`config.mk`:
```
export PLATFORM = sky130hd
export DESIGN_NAME = lz4d_front
export DESIGN_NICKNAME = d
export VERILOG_FILES = /design/src/rtl/core/assert_macros.svh /design/src/rtl/core/lz4d_pkg.sv /design/src/rtl/core/lz4d_front.sv
export SDC_FILE = /design/constraint.sdc
export NUM_CORES = 1
export LEC_CHECK = 0
export BUFFER_PORTS_ARGS = -buffer_cell sky130_fd_sc_hd__buf_4
export CORE_UTILIZATION = 35
export CTS_CLUSTER_SIZE = 10
export DETAILED_ROUTE_END_ITERATION = 16
export GPL_TIMING_DRIVEN = 1
export PLACE_DENSITY_LB_ADDON = 0.25
export SYNTH_ARGS = -nofsm -noshare
export SYNTH_HDL_FRONTEND = slang
export SYNTH_SLANG_ARGS = --single-unit
```
`constraint.sdc`:
```
create_clock -name clk -period 6.9 [get_ports clk]
set_clock_uncertainty 0.1 [all_clocks]
set_input_delay 0.69 -clock clk [delete_from_list [all_inputs] [get_ports clk]]
set_output_delay 0.69 -clock clk [all_outputs]
set_load 0.02 [all_outputs]
```
`src/rtl/core/assert_macros.svh`:
```
// Assertion macros used by the block decoder top level.
`ifndef ASSERT_MACROS_SVH
`define ASSERT_MACROS_SVH

// Check that a condition holds in the same cycle as its trigger.
`define ASSERT_SAME(lbl, trig, cond, msg) \
    lbl: assert property (@(posedge clk) disable iff (!rst_n) (trig) |-> (cond)) \
        else $error(msg);

// Check that a condition holds in the cycle after its trigger.
`define ASSERT_NEXT(lbl, trig, cond, msg) \
    lbl: assert property (@(posedge clk) disable iff (!rst_n) (trig) |=> (cond)) \
        else $error(msg);

`endif

```
`src/rtl/core/lz4d_pkg.sv`:
```
// Shared types and constants for the block decoder.
`default_nettype none
package lz4d_pkg;

    localparam int WINDOW_SIZE_DEF = 65536;
    localparam int CMD_DEPTH       = 4;
    localparam int OUT_DEPTH       = 2;

    typedef enum logic [1:0] {
        KIND_NONE  = 2'd0,
        KIND_LIT   = 2'd1,
        KIND_MATCH = 2'd2,
        KIND_ERR   = 2'd3
    } kind_t;

    // Control part of one decoded beat.
    typedef struct packed {
        kind_t      kind;
        logic [7:0] data;
        logic       copy_pending;
        logic       done;
    } beat_ctl_t;

endpackage
`default_nettype wire

```
`src/rtl/core/lz4d_front.sv`:
```
// Front end: parses compressed bytes and copy steps into history commands.
`default_nettype none
module lz4d_front #(
    parameter int WINDOW_SIZE = lz4d_pkg::WINDOW_SIZE_DEF,
    parameter int AW          = $clog2(WINDOW_SIZE)
) (
    input  wire logic                clk,
    input  wire logic                rst_n,
    input  wire logic                accept,
    input  wire logic                opcode,
    input  wire logic [7:0]          data_byte,
    input  wire logic                block_end,
    input  wire logic                cfg_valid,
    input  wire logic [31:0]         cfg_data,
    output lz4d_pkg::beat_ctl_t      cmd_ctl,
    output logic [AW-1:0]            cmd_raddr,
    output logic [AW-1:0]            cmd_waddr
);
    import lz4d_pkg::*;

    typedef enum logic [7:0] {
        PH_TOKEN    = 8'b0000_0001,
        PH_LITEXT   = 8'b0000_0010,
        PH_LIT      = 8'b0000_0100,
        PH_OFFLO    = 8'b0000_1000,
        PH_OFFHI    = 8'b0001_0000,
        PH_MATCHEXT = 8'b0010_0000,
        PH_COPY     = 8'b0100_0000,
        PH_DRAIN    = 8'b1000_0000
    } phase_t;

    localparam logic [16:0] WIN17 = 17'(WINDOW_SIZE);

    phase_t        phase_reg, phase_next;
    logic [AW-1:0] wp_reg, wp_next, wp_inc;
    logic [31:0]   bp_reg, bp_next, bp_inc;
    logic [3:0]    nib_reg, nib_next;
    logic [31:0]   lit_left_reg, lit_left_next;
    logic [31:0]   match_left_reg, match_left_next;
    logic [15:0]   off_reg, off_next, off_full;
    logic [31:0]   limit_reg;
    logic [16:0]   wp17, off17, src17;
    logic [32:0]   lit_sum, match_sum;
    logic [31:0]   lit_dec, match_dec;
    logic          hit_after_put;
    logic          err, ended;
    kind_t         kind_c;
    logic [7:0]    obyte_c;
    logic          done_c;

    // Hold the output limit
    always_ff @(posedge clk or negedge rst_n)
    begin
        if (!rst_n)
        begin
            limit_reg <= '0;
        end
        else if (cfg_valid)
        begin
            limit_reg <= cfg_data;
        end
    end

    // Shared arithmetic for this beat
    always_comb
    begin
        wp_inc        = (wp_reg == AW'(WINDOW_SIZE - 1)) ? '0 : wp_reg + 1'b1;
        bp_inc        = (bp_reg == '1) ? bp_reg : bp_reg + 1'b1;
        hit_after_put = (limit_reg != '0) && (bp_inc >= limit_reg);
        wp17          = 17'(wp_reg);
        off17         = {1'b0, off_reg};
        src17         = (wp17 >= off17) ? wp17 - off17 : wp17 + WIN17 - off17;
        lit_sum       = {1'b0, lit_left_reg} + {25'd0, data_byte};
        match_sum     = {1'b0, match_left_reg} + {25'd0, data_byte};
        lit_dec       = lit_left_reg - 1'b1;
        match_dec     = match_left_reg - 1'b1;
        off_full      = {data_byte, off_reg[7:0]};
    end

    // Parse one beat
    always_comb
    begin
        phase_next      = phase_reg;
        wp_next         = wp_reg;
        bp_next         = bp_reg;
        nib_next        = nib_reg;
        lit_left_next   = lit_left_reg;
        match_left_next = match_left_reg;
        off_next        = off_reg;
        err             = 1'b0;
        ended           = 1'b0;
        kind_c          = KIND_NONE;
        obyte_c         = 8'd0;
        done_c          = 1'b0;

        if (opcode)
        begin
            if (phase_reg == PH_COPY)
            begin
                kind_c          = KIND_MATCH;
                wp_next         = wp_inc;
                bp_next         = bp_inc;
                match_left_next = match_dec;
                if (hit_after_put)
                begin
                    phase_next = PH_DRAIN;
                    done_c     = 1'b1;
                end
                else if (match_dec == '0)
                begin
                    phase_next = PH_TOKEN;
                end
            end
            else if (phase_reg == PH_DRAIN)
            begin
                done_c = 1'b1;
            end
        end
        else
        begin
            unique case (phase_reg)
                PH_TOKEN:
                begin
                    nib_next      = data_byte[3:0];
                    lit_left_next = {28'd0, data_byte[7:4]};
                    if (data_byte[7:4] == 4'hF)
                    begin
                        phase_next = PH_LITEXT;
                    end
                    else if (data_byte[7:4] != 4'h0)
                    begin
                        phase_next = PH_LIT;
                    end
                    else if (!block_end)
                    begin
                        phase_next = PH_OFFLO;
                    end
                    ended = block_end && (data_byte[7:4] == 4'h0);
                    err   = block_end && (data_byte[7:4] != 4'h0);
                end
                PH_LITEXT:
                begin
                    lit_left_next = lit_sum[32] ? '1 : lit_sum[31:0];
                    if (data_byte != 8'hFF)
                    begin
                        phase_next = PH_LIT;
                    end
                    err = block_end;
                end
                PH_LIT:
                begin
                    if (block_end && (lit_left_reg != 32'd1))
                    begin
                        err = 1'b1;
                    end
                    else
                    begin
                        kind_c        = KIND_LIT;
                        obyte_c       = data_byte;
                        wp_next       = wp_inc;
                        bp_next       = bp_inc;
                        lit_left_next = lit_dec;
                        if (block_end)
                        begin
                            ended = 1'b1;
                        end
                        else if (hit_after_put)
                        begin
                            phase_next = PH_DRAIN;
                            done_c     = 1'b1;
                        end
                        else if (lit_dec == '0)
                        begin
                            phase_next = PH_OFFLO;
                        end
                    end
                end
                PH_OFFLO:
                begin
                    off_next   = {8'd0, data_byte};
                    phase_next = PH_OFFHI;
                    err        = block_end;
                end
                PH_OFFHI:
                begin
                    off_next = off_full;
                    if (block_end || (off_full == '0) || ({16'd0, off_full} > bp_reg)
                        || ({1'b0, off_full} > WIN17))
                    begin
                        err = 1'b1;
                    end
                    else
                    begin
                        match_left_next = {28'd0, nib_reg} + 32'd4;
                        phase_next      = (nib_reg == 4'hF) ? PH_MATCHEXT : PH_COPY;
                    end
                end
                PH_MATCHEXT:
                begin
                    match_left_next = match_sum[32] ? '1 : match_sum[31:0];
                    if (data_byte != 8'hFF)
                    begin
                        phase_next = PH_COPY;
                    end
                    err = block_end;
                end
                PH_COPY:
                begin
                    err = 1'b1;
                end
                PH_DRAIN:
                begin
                    done_c = 1'b1;
                    ended  = block_end;
                end
                default:
                begin
                    err = 1'b1;
                end
            endcase
        end

        // Resolve errors and block end
        if (err)
        begin
            kind_c     = KIND_ERR;
            obyte_c    = 8'd0;
            done_c     = 1'b1;
            phase_next = block_end ? PH_TOKEN : PH_DRAIN;
            if (block_end)
            begin
                bp_next = '0;
            end
        end
        else if (ended)
        begin
            done_c     = 1'b1;
            phase_next = PH_TOKEN;
            bp_next    = '0;
        end
    end

    assign cmd_ctl.kind         = kind_c;
    assign cmd_ctl.data         = obyte_c;
    assign cmd_ctl.copy_pending = (phase_next == PH_COPY);
    assign cmd_ctl.done         = done_c;
    assign cmd_raddr            = src17[AW-1:0];
    assign cmd_waddr            = wp_reg;

    // Advance parser state on each accepted beat
    always_ff @(posedge clk or negedge rst_n)
    begin
        if (!rst_n)
        begin
            phase_reg      <= PH_TOKEN;
            wp_reg         <= '0;
            bp_reg         <= '0;
            nib_reg        <= '0;
            lit_left_reg   <= '0;
            match_left_reg <= '0;
            off_reg        <= '0;
        end
        else if (accept)
        begin
            phase_reg      <= phase_next;
            wp_reg         <= wp_next;
            bp_reg         <= bp_next;
            nib_reg        <= nib_next;
            lit_left_reg   <= lit_left_next;
            match_left_reg <= match_left_next;
            off_reg        <= off_next;
        end
    end

endmodule
`default_nettype wire

```
### Word-level counts from Yosys, hierarchy flattened

Index checks and enable logic that the tools add are counted.

| cells by class | value |
|---|---|
| add/sub/neg operators | 10 |
| order comparisons | 4 |
| eq/ne operators | 19 |
| mux-type cells | 68 |
| bitwise gates (word level) | 2 |
| reductions and logical operators | 24 |

Operators by type and width:

| operator | number |
|---|---|
| 32-bit two-way mux | 14 |
| 8-bit two-way mux | 21 |
| 16-bit two-way mux | 6 |
| 32-bit case mux with 3 select lines | 1 |
| 32-bit by 8-bit adder with 33-bit output | 2 |
| 32-bit zero test | 2 |
| 32-bit case mux with 2 select lines | 1 |
| 32-bit by 1-bit subtractor with 32-bit output, second input constant | 2 |
| 8-bit case mux with 6 select lines | 1 |
| 16-bit by 1-bit adder with 16-bit output, second input constant | 2 |
| 32-bit by 1-bit adder with 32-bit output, second input constant | 1 |
| 32-bit == test, second input constant | 1 |
| 32-bit >= comparator | 1 |
| 16-bit by 32-bit greater-than comparator with 1-bit output | 1 |
| 32-bit by 1-bit inequality test with 1-bit output, second input constant | 1 |
| 16-bit case mux with 2 select lines | 1 |
| 32-bit nonzero test | 1 |
| 16-bit subtractor | 2 |
| 16-bit by 17-bit greater-than comparator with 1-bit output, second input constant | 1 |
| 16-bit == test, second input constant | 1 |
| 8-bit by 7-bit == test with 1-bit output, second input constant | 2 |
| 16-bit >= comparator | 1 |
| 16-bit zero test | 1 |
| 1-bit two-way mux | 16 |
| 28 further kinds | 44 |

| word-level totals | value |
|---|---|
| register bits | 172 |
| output and inout port bits | 44 |
| word-level logic and storage cells | 136 |

### Longest topological paths before layout

| logic depth | value |
|---|---|
| depth after elaboration | 12 |
| gate-level depth with buffers | 20 |
| gate-level depth less buffers | 18 |

### Worst setup path after synthesis

OpenSTA, ideal clock, no wires.

| timing | value |
|---|---|
| path type | register -> output |
| from | register bp_reg[3] |
| to | output port cmd_ctl[1] (netlist bit) |
| arrival | 5.043 ns |
| data required time | 6.110 ns |
| setup slack | 1.067 ns |
| stages on the path, launching flop included | 20 |
| cell sequence | dfrtp_1 -> clkbuf_1 -> nand4_1 -> nor2_1 -> nand2_1 -> nor4b_1 -> and2_1 -> and4_1 -> clkbuf_1 -> nand3_1 -> xnor2_1 -> ha_1 -> nand4_1 -> or4_1 -> a2111oi_0 -> a21oi_1 -> o21ai_0 -> o211ai_1 -> a2111oi_2 -> and4_1 |

RTL lines:

| item | line | RTL |
|---|---|---|
| from (decl) | lz4d_front.sv:36 | `logic [31:0] bp_reg, bp_next, bp_inc;` |
| from (signal assigned) | lz4d_front.sv:267 | `bp_reg <= bp_next;` |
| to (decl) | lz4d_front.sv:15 | `output lz4d_pkg::beat_ctl_t cmd_ctl,` |

==> run metrics <==
status=complete, no violations; DR WL/cell=19.1 um; peak supply drop=0.000169 V; Slew @ Worst Pin=1.01 ns; Detailed Route Iter0 Violations=about 1300; post-detail-place hpwl=33.1 mm; unrepaired setup endpoints after global routing=false; Via-to-Cell Ratio=5.89; Reg-to-Reg End=phase_reg[4]; Core ar.=40800 um2; Die Span Y=around 210 um; # rows=74; Post-Place Worst Slack=between 0.4 and 0.5 ns; instance count on the critical path=19; first-pass GRT wire length=about 74 mm; CTS tree=done; WP data required=6.11 ns; most frequent cells in the layout=nand2_1 (209), dfrtp_1 (171), o21ai_0 (157); DRT Pass-1 Iters=5; arrival time at the worst endpoint=5.75 ns; Yosys top cell area share=0.295; Setup crit end kind=output pin; placed cells=about 2400; leading area contributor after synthesis=dfrtp_1; Max clock buf depth=2; most common flop cell mapped by yosys=dfrtp_1; input/output buffers=between 80 and 90; Inserted Clock Buffers=17; nets=between 2000 and 2500; final count of hold timing violations=0; CTS Sinks=between 150 and 200; switching power share of the total=0.391; period utilization=0.948; drt total wl=46.5 mm; io pins=90; Fin Setup TNS=0 ns; top post-synthesis cells by area=dfrtp_1 (29%), ha_1 (7.5%), o21ai_0 (5.4%); Top delay family on crit path=simple AND/OR/NAND/NOR gates; H-tree levels=4; CP max FO=6; pin count of the biggest net entering global routing=75; final slew viol count=0; sequential share of the synthesized area=0.297; Comb power frac=0.355; Fmax=153 MHz; worst relative slew slack=0.312; final setup margin=0.357 ns; Clock transition at path regs=0.07 ns; flops & latches, synth=172; Final Critical Period=6.54 ns; Clk pwr share=0.288; final cell count without fillers=2441; Die ar.=~42000 um2; Critical Path Slowest Stage Cell=or4_1; Initial Util=0.355; Yosys cell types=80; async set-or-reset flop fraction in the synthesized netlist=1.00; final-report setup violation count=0; Max Cap Viol=0; placed cell areas=15600 um2; Tot GR Track Use=0.224; power per cell area=221 nW/um2; CP cell instances=and4_2 -> and4_1 -> nand2_1 -> nor4b_1 -> buf_4 -> and2_1 -> and4_2 -> nand3_1 -> xnor2_1 -> ha_1 -> nand4_1 -> or4_1 -> a2111oi_4 -> a21oi_2 -> o21ai_0 -> o211ai_1 -> a2111oi_2 -> and4_2 -> buf_4; post-route cell area=16300 um2; Skew-Pair Late Insertion Delay=0.46 ns; sw power=1.40 mW; area added between synthesis and finish=12.0%; DRC violations left=0; Post-synth EDFFs=0; average cell area after synthesis=between 7 and 8 um2; Worst Hold Slack=roughly 0.057 ns; post-route ant nets=0; Buf+Inv Stages, Crit Path=2; reg2reg start=bp_reg[8]; post-synth net total=2017; Worst setup SP type=register; CP Class=reg -> out; r2r setup slk=1.75 ns; Seq pwr share=0.357; vias in the first global route=13600; commonest non-fill, non-tap cell in the layout=nand2_1; initial antenna violation count=0; root buf cell=clkbuf_16; Synth warnings=0; Cell Int Power=2.18 mW; proportion of layout cells with a drive suffix above 1=0.0985; Worst Hold Class=in -> async; CP max stage delay=roughly 0.6 ns; grt ovf=0; GP Congestion=0.963; P_leak=6.83 nW; Syn Inst Count=1881; routed vias=14400; Syn Std Cell Area=roughly 15000 um2; CP most frequent cell=and4_2; reg2reg path depth=19; Die X=206 um
## worst max-delay path by stage
stage / slack [ns] / endpoint / from
final: 0.36 / cmd_ctl[1] / bp_reg[8]
after detailed placement: 0.46 / cmd_ctl[1] / bp_reg[3]
after global routing: 0.02 / cmd_ctl[1] / bp_reg[8]
after CTS: 0.04 / cmd_ctl[1] / bp_reg[3]
after floorplan: 1.07 / cmd_ctl[1] / bp_reg[3]
after global placement: 0.62 / cmd_ctl[1] / bp_reg[3]
## metrics by stage
stage / util / total power [mW]
after floorplan: - / 2.13
after global placement: 0.382 / 2.52
after detailed placement: 0.382 / 2.55
after CTS: 0.397 / 3.60
after global routing: 0.398 / 3.81
final: 0.398 / 3.59
## cell usage after synthesis, drive strengths merged, types with 14 or more instances
cell / instances
and3: 32
xnor2: 73
a31oi: 38
or4: 17
nor4: 51
dfrtp: 171
ha: 87
and4: 19
xor2: 32
or3: 22
nand4: 44
a22o: 21
and2: 16
nand3: 80
a211oi: 14
clkbuf: 117
o31ai: 32
nor3: 50
o21ai: 163
a21oi: 119
nor2: 140
o211ai: 15
nor2b: 14
inv: 106
nand2: 209
## power groups by stage
stage	sequential, mW	clock, mW	combinational (mW)
final	1.28	1.03	1.27
after global routing	1.30	1.10	1.41
after CTS	1.27	1.06	1.26
after floorplan	1.21	0	0.923
after global placement	1.29	0	1.24
after detailed placement	1.29	0	1.25
## metal layers
metal / vias up / share of wire / global-route usage
met3: 58 / 0.063 / 0.0386
met4: 0 / 0.022 / 0.0733
met1: 6909 / 0.46 / 0.309
li1: 6920 / - / -
met2: 494 / 0.45 / 0.351
met5: - / 0 / 0
## cells by family (layout without fill, tap and decap cells)
| logic type | Yosys count | after routing | synth area share |
|---|---|---|---|
| xor+xnor | 105 | 105 | 0.0634 |
| fa+ha+maj | 90 | 90 | 0.0791 |
| compound gates | 516 | 516 | 0.225 |
| buf+inv | 228 | 255 | 0.0593 |
| other cells | 0 | 1 | 0 |
| simple gates | 756 | 756 | 0.266 |
| flops | 172 | 172 | 0.297 |
| mux | 14 | 14 | 0.0102 |
## layout make-up
type                       count  area [um2]
antenna                        1        2.50
clock buffer                  19         453
clock inverter                13         154
fill                        4113       24600
inverter                     106         398
multi-input combinational   1481        9400
sequential                   172        4310
tap                          532         666
timing repair buffer         117         882
## worst reg2reg max path, cell delays in order, from the launching register on
cell and delay (ns):
dfrtp_1 0.42, and4_2 0.32, and4_1 0.30, nand2_1 0.09, nor4b_1 0.35, buf_4 0.19
and2_1 0.19, and4_2 0.31, nand3_1 0.13, xnor2_1 0.16, ha_1 0.30, nand4_1 0.16
or4_1 0.61, a2111oi_4 0.33, a21oi_2 0.17, o21ai_0 0.18, o211ai_1 0.20, buf_4 0.20
o211ai_1 0.23, nand3_1 0.11
## what timing repair did
action / CTS / global route
gates resized for setup: 1 / 8
cloned: 0 / 0
setup endpoints to repair: 1 / 1
hold buffers: 0 / 0
setup buffers: 0 / 3
pin swaps: 0 / 2
No activity file was read; power rests on OpenSTA's default activity.
