===== src/rtl/core/assert_macros.svh =====
// Assertion macros used by the block decoder top level.
`ifndef ASSERT_MACROS_SVH
`define ASSERT_MACROS_SVH

// Check that a condition holds in the same cycle as its trigger.
`define ASSERT_SAME(lbl, trig, cond, msg) \
    lbl: assert property (@(posedge clk) disable iff (!rst_n) (trig) |-> (cond)) \
        else $error(msg);

// Check that a condition holds in the cycle after its trigger.
`define ASSERT_NEXT(lbl, trig, cond, msg) \
    lbl: assert property (@(posedge clk) disable iff (!rst_n) (trig) |=> (cond)) \
        else $error(msg);

`endif


===== src/rtl/core/lz4d_fifo.sv =====
// Small register queue used between and after the decoder stages.
`default_nettype none
module lz4d_fifo #(
    parameter int WIDTH = 8,
    parameter int DEPTH = 4
) (
    input  wire logic             clk,
    input  wire logic             rst_n,
    input  wire logic             push,
    input  wire logic [WIDTH-1:0] wdata,
    output logic                  full,
    input  wire logic             pop,
    output logic [WIDTH-1:0]      rdata,
    output logic                  empty
);
    localparam int PW = (DEPTH > 1) ? $clog2(DEPTH) : 1;
    localparam int CW = $clog2(DEPTH + 1);

    logic [WIDTH-1:0] store_reg [DEPTH];
    logic [PW-1:0]    wr_ptr_reg, wr_ptr_next;
    logic [PW-1:0]    rd_ptr_reg, rd_ptr_next;
    logic [CW-1:0]    count_reg, count_next;
    logic             do_push, do_pop;

    assign full    = (count_reg == CW'(DEPTH));
    assign empty   = (count_reg == '0);
    assign do_push = push && !full;
    assign do_pop  = pop && !empty;
    assign rdata   = store_reg[rd_ptr_reg];

    // Advance pointers with wrap at the depth
    always_comb
    begin
        wr_ptr_next = wr_ptr_reg;
        rd_ptr_next = rd_ptr_reg;
        count_next  = count_reg;
        if (do_push)
        begin
            wr_ptr_next = (wr_ptr_reg == PW'(DEPTH - 1)) ? '0 : wr_ptr_reg + 1'b1;
        end
        if (do_pop)
        begin
            rd_ptr_next = (rd_ptr_reg == PW'(DEPTH - 1)) ? '0 : rd_ptr_reg + 1'b1;
        end
        if (do_push && !do_pop)
        begin
            count_next = count_reg + 1'b1;
        end
        else if (do_pop && !do_push)
        begin
            count_next = count_reg - 1'b1;
        end
    end

    always_ff @(posedge clk or negedge rst_n)
    begin
        if (!rst_n)
        begin
            wr_ptr_reg <= '0;
            rd_ptr_reg <= '0;
            count_reg  <= '0;
        end
        else
        begin
            wr_ptr_reg <= wr_ptr_next;
            rd_ptr_reg <= rd_ptr_next;
            count_reg  <= count_next;
        end
    end

    // Store the incoming beat
    always_ff @(posedge clk)
    begin
        if (do_push)
        begin
            store_reg[wr_ptr_reg] <= wdata;
        end
    end

endmodule
`default_nettype wire


===== config.mk =====
export PLATFORM = sky130hd
export DESIGN_NAME = lz4d_fifo
export DESIGN_NICKNAME = d
export VERILOG_FILES = /design/src/rtl/core/assert_macros.svh /design/src/rtl/core/lz4d_fifo.sv
export SDC_FILE = /design/constraint.sdc
export NUM_CORES = 1
export LEC_CHECK = 0
export BUFFER_PORTS_ARGS = -buffer_cell sky130_fd_sc_hd__buf_2
export CORE_ASPECT_RATIO = 1.4
export CORE_MARGIN = 2
export CORE_UTILIZATION = 30
export DETAILED_ROUTE_END_ITERATION = 10
export PLACE_DENSITY = 0.58
export SYNTH_ARGS = -nofsm -noshare
export SYNTH_HDL_FRONTEND = slang
export SYNTH_SLANG_ARGS = --single-unit

===== constraint.sdc =====
create_clock -name clk -period 3 [get_ports clk]
set_input_delay 0 -clock clk [delete_from_list [all_inputs] [get_ports clk]]
set_output_delay 0 -clock clk [all_outputs]
set_load 0.02 [all_outputs]

======== Yosys cells after proc, flatten, opt, wreduce, memory -nomap -nowiden ========
Memories as Yosys holds them, arrays and structs flattened.
Index checks and enable logic that the tools add are counted.
Widths: inputs -> output; s select.
word-level totals
  flip-flop bits (word level) ............. 7
  memory bits (writable) .................. 32
  bits of input ports ..................... 12
  output and inout bits ................... 10
  word-level logic and storage cells ...... 27
  memories ................................ 1
operators by class
  add/sub/neg operators ................... 4
  equal/unequal tests ..................... 3
  multiplexer cells ....................... 6
  reduce and logical (&&, ||, !) cells .... 10
memory list
  name       depth  width  rd ports  clocked after memory_dff  write ports  line             text
  store_reg  4      8      1         0                         1            lz4d_fifo.sv:19  logic [WIDTH-1:0] store_reg [DEPTH];
operators by type and width
  cell                 number
  $mux 3               2
  $add 2x1->2 const B  2
  $eq 2x2->1 const B   2
  $logic_and 1x1->1    4
  $logic_not 1->1      4
  $mux 2               2
  $add 3x1->3 const B  1
  $eq 3x3->1 const B   1
  $logic_not 3->1      1
  $sub 3x1->3 const B  1
  $mux 1               2
  $reduce_bool 2->1    1

======== Logic depth before layout (Yosys ltp) ========
Gate-level depths: netlist of the first run.
  depth in word-level cells ............... 7
  mapped depth ............................ 9
  depth with buffers taken out ............ 8

======== Least setup slack after synthesis of the first run ========
Ideal clock, no wire load.
  kind .................................... register to register
  start point ............................. register count_reg[0]
  end point ............................... register count_reg[2]
  library setup time ...................... 0.079 ns
  arrival time ............................ 2.234 ns
  required time ........................... 2.921 ns
  path slack .............................. 0.687 ns
  cell stages (with the launch flop) ...... 9
  path buffers ............................ 0
  clock period less this slack ............ 2.313 ns
  cell sequence ........................... dfrtp_1 > nor3_1 > nand2b_4 > ha_1 > inv_1 > fa_1 > xor2_1 > nor2_1 > xor2_1
between the ends
  word-level cells in the longest chain between the ends .. 6
  elaborated cells between the ends (all ways) .. 15
  classes of those cells .................. 2 x add/sub; 1 x eq/ne; 2 x mux; 10 x reduce/logical
RTL lines
  item                                         line             text
  start, declared                              lz4d_fifo.sv:22  logic [CW-1:0] count_reg, count_next;
  start signal, assigned                       lz4d_fifo.sv:67  count_reg <= count_next;
  $logic_not 3->1 (*)                          lz4d_fifo.sv:26  assign empty = (count_reg == '0);
  named net empty                              lz4d_fifo.sv:14  output logic empty
  $logic_not 1->1 (*)                          lz4d_fifo.sv:28  assign do_pop = pop && !empty;
  $logic_and 1x1->1 (*)                        lz4d_fifo.sv:28
  $logic_not 1->1                              lz4d_fifo.sv:45  if (do_push && !do_pop)
  $logic_and 1x1->1                            lz4d_fifo.sv:45
  $mux 3 or $reduce_bool 2->1 (tied branches)  n/a
The timed path passes the listed nets; every way through them passes the cells marked *. The select of a mux whose other input is x is not followed.
A chain may end at the register's enable or synchronous reset.

======== Worst setup path after layout of the first run ========
  start point ............................. register count_reg[2]
  end point ............................... register count_reg[2]
between the ends
  word-level cells in the longest chain between the ends .. 6
  elaborated cells between the ends (all ways) .. 15
  classes of those cells .................. 2 x add/sub; 1 x eq/ne; 2 x mux; 10 x reduce/logical
RTL lines
  item
  parallel branches: the longest is 6 deep, another holds $sub 3x1->3
Several ways; the timed one is not identified. The select of a mux whose other input is x is not followed.

==> results of run 1 <==
-- worst register-to-register path, stage by stage, from the launching register on --
cell and delay (ns):
dfrtp_1 0.41, nor3b_4 0.16, nor2b_2 0.28, ha_1 0.24
inv_1 0.06, fa_1 0.37, xor2_1 0.15, nor2_1 0.11
xor2_1 0.15
-- kinds of logic after synthesis --
kind of cell | count (synthesis) | synth area share [%]
mux | 13 | 15.1
xor+xnor | 3 | 1.62
buf+inv | 6 | 1.93
flops | 39 | 70.1
simple gates | 11 | 5.41
fa+ha+maj | 7 | 5.87
-- worst paths after layout --
check	depth (start not counted)	slack (ns)	end
max in group asynchronous	2	2.78	rd_ptr_reg[0]$_DFFE_PN0P_
min in group clk	3	0.08	rd_ptr_reg[0]$_DFFE_PN0P_
worst min-delay path	2	0.07	count_reg[2]$_DFFE_PN0P_
worst max-delay path	8	0.99	count_reg[2]$_DFFE_PN0P_
worst min register to register	1	0.51	count_reg[2]$_DFFE_PN0P_
worst max register to register	8	0.99	count_reg[2]$_DFFE_PN0P_
-- Yosys cell counts --
master and count:
and2_2 4, buf_1 1, buf_2 1, buf_6 1, dfrtp_1 7, edfxtp_1 32
fa_1 1, ha_1 6, inv_1 3, mux2_2 3, mux2_4 2, mux4_2 8
nand2b_4 1, nor2_1 3, nor2b_2 1, nor3_1 1, nor3b_4 1, xnor2_1 1
xor2_1 2
-- layer usage --
layer,wire (µm),up-vias,track usage (%)
li1,-,366,-
met1,1020,390,10.5
met2,1280,12,14.5
met3,99,5,2.97
met4,56,0,4.59
met5,0,-,0
-- power by group --
| group | internal, W | switching (W) | total [W] |
|---|---|---|---|
| Combinational | 0.000325 | 0.000304 | 0.000629 |
| Sequential | 0.000733 | 0.000130 | 0.000862 |
| Clock | 0.000162 | 0.000178 | 0.000340 |
| Total | 0.00122 | 0.000612 | 0.00183 |
-- area by class of cell --
| class | instances | area share (%) |
|---|---|---|
| clock buffers | 5 | 3.50 |
| clock inverters | 3 | 1.02 |
| inverters | 3 | 0.573 |
| multi-input cells | 34 | 23.0 |
| flip-flops and latches | 39 | 57.8 |
| well taps | 66 | 4.20 |
| repair buffers | 30 | 9.92 |
-- per-stage QoR --
step	worst slack [ns]	power, W
3_5_place_dp	0.990	0.00152
6_report	0.995	0.00183
2_1_floorplan	0.687	0.00134
4_1_cts	0.965	0.00187
5_1_grt	0.801	0.00196
3_3_place_gp	1.06	0.00148
==> flow_summary.json, run 1 <==
{
  "post-route-util_pct": 37.8,
  "drt_iter0_markers": 6,
  "hold_class": "in2async",
  "synth_area_leaders": "edfxtp_1 (59%), mux4_2 (11%), dfrtp_1 (11%), ha_1 (4.6%), mux2_2 (2.1%)",
  "postSynthAreaPerCell_um2": 20.5,
  "dpl.cell_count": 163,
  "ys_seq_elements": 39,
  "worst-path-max-fanout": 7,
  "worstPathArrival_ns": 2.22,
  "max_freq_ghz": 0.499,
  "pwr_density_cell_nw_per_um2": 931,
  "ctsHoldBuffers": 9,
  "start_util_pct": 31.2,
  "synth_largest_area_cell": "edfxtp_1",
  "io_buffers": 21,
  "setup_viol": 0,
  "root_buffer": "clkbuf_8",
  "slowest_stage": "dfrtp_1",
  "layout_commonest_cell": "edfxtp_1",
  "critical_path.startpoint": "count_reg[2]$_DFFE_PN0P_",
  "maxSlewViolCount": 0,
  "tns_ns": 0,
  "nFillCells": 507,
  "synth-seq-area-share_pct": 70.1,
  "clk_path_buf_depth": 2,
  "required_ns": 3.22,
  "dpl.hpwl_mm": 1.71,
  "yosysTopAreaCellShare_pct": 59.3,
  "hold_viol": 0,
  "grt_max_degree": 14,
  "cts_tree": "built",
  "final_cell_mix": "edfxtp_1 (32), buf_2 (21), dlygate4sd3_1 (9)",
  "cp_slowest_stage_delay_ns": 0.41,
  "reg2reg_from": "count_reg[2]$_DFFE_PN0P_",
  "seqCellArea_um2": 1140,
  "instances_no_fill": 180,
  "overflow": 0,
  "num_rows": 31,
  "htree_levels": 2,
  "cts.sinks": 39,
  "fin_crit_sh_pct": 66.8,
  "post_dp_cell_area_um2": 1790,
  "cts_post_setup_buffers_inserted": 0,
  "cp_top_family": "adder cells",
  "dieArea_um2": 6010,
  "ir_drop_mv": 0.302,
  "ant_nets": 0,
  "grt_antenna_before_repair": 0,
  "synth_area_um2": 1620,
  "track_usage_pct": 9.01,
  "design_area_um2": 1970,
  "syn_nets": 98,
  "place_congestion": 0.720,
  "crit_chain": "nor3b_4 > nor2b_2 > ha_1 > inv_1 > fa_1 > xor2_1 > nor2_1 > xor2_1",
  "grt_pass1_wl_mm": 3.95,
  "maxSlewHeadroom_pct": 60.7,
  "hold_ws_ns": 0.0707,
  "crit_buf_inv": 1,
  "largest_reg_flops": 32,
  "critPathMostFrequentCell": "xor2_1",
  "critPathLaunchType": "register",
  "first_pass_iters": 3,
  "worstMarginPinSlew_ns": 0.590,
  "rsz0062_at_grt": "false",
  "num_vias": 773,
  "skew_ns": 0.00786,
  "drt_drc_violations_left": 0,
  "syn_inst": 79,
  "grt_pass1_vias": 818,
  "viasPerCell": 4.29,
  "clk_latency_ns": 0.29,
  "wl_mm": 2.45,
  "cts.repair.resized": 0,
  "io_pins": 22,
  "area_growth_pct": 21.4,
  "crit_type": "reg2reg",
  "drive_gt1_share_pct": 42.1,
  "multi_input_area_um2": 453,
  "power.leakage_nw": 0.733,
  "n_antenna_cell": 0,
  "numCtsBuffers": 5,
  "maxCapViolations": 0,
  "core_area_um2": 5200,
  "avgRoutedWirePerCell_um": 13.6,
  "clk_pin_slew_worst_paths_ns": 0.08,
  "synth_cell_type_count": 19,
  "end_kind": "register",
  "period_minus_slack_ns": 2.01,
  "final_nets": 132,
  "outcome": "completed",
  "yosysWarnings": 0,
  "die_h_um": 91.0,
  "die_width_um": 66.1
}
Note: power is estimated with default switching activity, not from simulation.
==> run 2: changes to the inputs <==
--- a/config.mk
+++ b/config.mk
@@ -5,12 +5,13 @@
 export SDC_FILE = /design/constraint.sdc
 export NUM_CORES = 1
 export LEC_CHECK = 0
+export ABC_AREA = 1
 export BUFFER_PORTS_ARGS = -buffer_cell sky130_fd_sc_hd__buf_2
 export CORE_ASPECT_RATIO = 1.4
 export CORE_MARGIN = 2
 export CORE_UTILIZATION = 30
 export DETAILED_ROUTE_END_ITERATION = 10
-export PLACE_DENSITY = 0.58
+export PLACE_DENSITY = 0.59
 export SYNTH_ARGS = -nofsm -noshare
 export SYNTH_HDL_FRONTEND = slang
 export SYNTH_SLANG_ARGS = --single-unit
==> constraint.sdc (replaced) <==
create_clock -name clk -period 1.6 [get_ports clk]
set_input_delay 0 -clock clk [delete_from_list [all_inputs] [get_ports clk]]
set_output_delay 0 -clock clk [all_outputs]
set_load 0.02 [all_outputs]
==> flow_summary.json, run 2 <==
{
  "outcome": "completed",
  "final_nets": 226,
  "pwr_density_cell_nw_per_um2": 1790,
  "yosysTopAreaCellShare_pct": 54.6,
  "max_freq_ghz": 0.639,
  "required_ns": 1.78,
  "hold_viol": 0,
  "synth_largest_area_cell": "edfxtp_1",
  "track_usage_pct": 11.6,
  "setup_viol": 0,
  "synth_top_family_by_area": "simple AND/OR/NAND/NOR gates",
  "synth_area_leaders": "edfxtp_1 (55%), dfrtp_1 (10%), nand2_1 (8.1%), inv_1 (6.6%), o211ai_1 (6.4%)",
  "muxShareOfSynthArea_pct": 0,
  "ir_drop_mv": 0.474,
  "io_buffers": 21,
  "drive_gt1_share_pct": 29.3,
  "crit_type": "reg2reg",
  "start_util_pct": 30.4,
  "ant_nets": 0,
  "skew_ns": 0.00870,
  "die_h_um": 94.6,
  "syn_inst": 154,
  "cts_tree": "built",
  "rsz0062_at_grt": "true",
  "yosysWarnings": 0,
  "slowest_stage": "fa_2",
  "grt_antenna_before_repair": 0,
  "synth_compound_area_share_pct": 7.40,
  "die_width_um": 68.7,
  "avgRoutedWirePerCell_um": 11.6,
  "synth_area_um2": 1760,
  "place_ws_ns": -0.0334,
  "period_minus_slack_ns": 1.56,
  "hold_class": "in2async",
  "dpl.hpwl_mm": 2.13,
  "synthArstFlopShare_pct": 17.9,
  "synthXorXnorAreaFrac_pct": 0.498,
  "n_antenna_cell": 0,
  "wl_mm": 3.22,
  "synth_commonest_cells": "nand2_1 (38), edfxtp_1 (32), inv_1 (31)",
  "num_rows": 33,
  "synthSimpleGateAreaFrac_pct": 12.1,
  "core_area_um2": 5780,
  "final_cell_mix": "nand2_1 (36), edfxtp_1 (32), inv_1 (27)",
  "grt_pass1_vias": 1175,
  "worst-path-max-fanout": 3,
  "nFillCells": 573,
  "grt_pass1_wl_mm": 5.35,
  "layout_commonest_cell": "nand2_1",
  "clk_pin_slew_worst_paths_ns": 0.07,
  "synth-seq-area-share_pct": 64.6,
  "crit_chain": "inv_2 > nand3_2 > nand2_2 > inv_2 > ha_4 > inv_2 > fa_2 > nand2_2 > o21ai_2",
  "worstMarginPinSlew_ns": 0.316,
  "clk_latency_ns": 0.29,
  "num_vias": 1202,
  "power.leakage_nw": 1.03,
  "drt_drc_violations_left": 0,
  "root_buffer": "clkbuf_8",
  "maxCapViolations": 0,
  "hold_ws_ns": 0.0734,
  "syn_nets": 173,
  "first_pass_iters": 4,
  "design_power_total_w": 0.00413,
  "htree_levels": 2,
  "postSynthAreaPerCell_um2": 11.4,
  "worstPathArrival_ns": 1.74,
  "reg2reg_from": "count_reg[1]$_DFFE_PN0P_",
  "numCtsBuffers": 5,
  "area_growth_pct": 30.8,
  "synth-edff-count": 32,
  "clk_path_buf_depth": 2,
  "critPathMostFrequentCell": "inv_2",
  "r2r-end": "count_reg[1]$_DFFE_PN0P_",
  "drt_iter0_markers": 50,
  "place_congestion": 0.778,
  "maxSlewHeadroom_pct": 78.9,
  "synthFlopType": "edfxtp_1",
  "end_kind": "register",
  "largest_reg_flops": 32,
  "viasPerCell": 4.32,
  "fin_crit_sh_pct": 97.8,
  "maxSlewViolCount": 0,
  "dieArea_um2": 6500,
  "cp_slowest_stage_delay_ns": 0.43,
  "grt_max_degree": 33,
  "reg2reg_depth": 9,
  "ys_seq_elements": 39,
  "io_pins": 22,
  "cts.sinks": 39,
  "rrSetupSlack_ns": 0.04,
  "timing.final.ws_setup_ns": 0.0358,
  "synth_cell_type_count": 16,
  "yosys.area_share.adder_pct": 5.41,
  "synth_most_common_cell": "nand2_1",
  "critPathLaunchType": "register",
  "overflow": 0
}
-- run 2: area by class of cell --
type                    instances  area (µm²)  share of cell area, %
flip-flops and latches         39        1140                   49.4
inverters                      32         120                   5.22
repair buffers                 51         364                   15.8
well taps                      70        87.6                   3.81
clock buffers                   5        68.8                   2.99
multi-input cells              78         480                   20.9
clock inverters                 3        43.8                   1.90
-- run 2: routing by layer --
| metal | GRT usage (%) | vias up | part of all wire, % |
|---|---|---|---|
| met1 | 13.4 | 562 | 41 |
| met5 | 0 | - | 0 |
| met3 | 2.86 | 5 | 3.8 |
| li1 | - | 610 | - |
| met4 | 5.88 | 0 | 2.5 |
| met2 | 19.6 | 25 | 52 |
-- run 2: kinds of logic after synthesis --
| group | after synthesis |
|---|---|
| xor gates and xnor gates | 1 |
| adders and majority gates | 7 |
| buffers and inverters | 37 |
| and+or+nand+nor | 53 |
| AOI/OAI and AO/OA | 17 |
| DFF | 39 |
-- run 2: metrics by stage --
step | utilization [%] | std cells | TNS [ns] | cell area, µm²
floorplan | - | 154 | -0.0145 | 1770
global placement | 34.6 | 252 | -0.00232 | 2000
detailed placement | 34.6 | 252 | -0.0334 | 2000
CTS | 38.8 | 272 | -0.00144 | 2240
global route | 39.8 | 278 | -0.102 | 2300
finish | 39.8 | 278 | 0 | 2300
-- run 2: worst max-delay path by stage --
stage	from	endpoint	slack (ns)	cells after the start
2_1_floorplan	count_reg[0]$_DFFE_PN0P_	count_reg[2]$_DFFE_PN0P_	-0.009	11
3_3_place_gp	count_reg[2]$_DFFE_PN0P_	count_reg[2]$_DFFE_PN0P_	-0.002	10
3_5_place_dp	count_reg[2]$_DFFE_PN0P_	count_reg[2]$_DFFE_PN0P_	-0.03	10
4_1_cts	count_reg[2]$_DFFE_PN0P_	count_reg[2]$_DFFE_PN0P_	-0.001	10
5_1_grt	count_reg[2]$_DFFE_PN0P_	count_reg[2]$_DFFE_PN0P_	-0.05	10
6_report	count_reg[1]$_DFFE_PN0P_	count_reg[1]$_DFFE_PN0P_	0.04	9
-- run 2: where the power goes --
part / internal, W / total (W) / leakage, nW / switching [W]
combinational: 0.000752 / 0.00183 / 0.590 / 0.00108
sequential: 0.00136 / 0.00149 / 0.378 / 0.000124
clock: 0.000464 / 0.000806 / 0.0581 / 0.000342
-- run 2: critical path: cells and delay by family, from the launching register on --
family                   cells  cell delay, ns
flip-flops                   1            0.39
AO/OA/AOI/OAI                1            0.05
adder cells (fa/ha/maj)      2            0.58
buffers and inverters        3            0.19
AND/OR/NAND/NOR              3            0.25
-- run 2: repair_timing --
item,CTS,global route
gates resized for setup,3,5
hold buffers,12,0
pin swaps,2,3
endpoints found under the hold margin,43,0
setup buffers,0,6
setup endpoints to repair,2,3
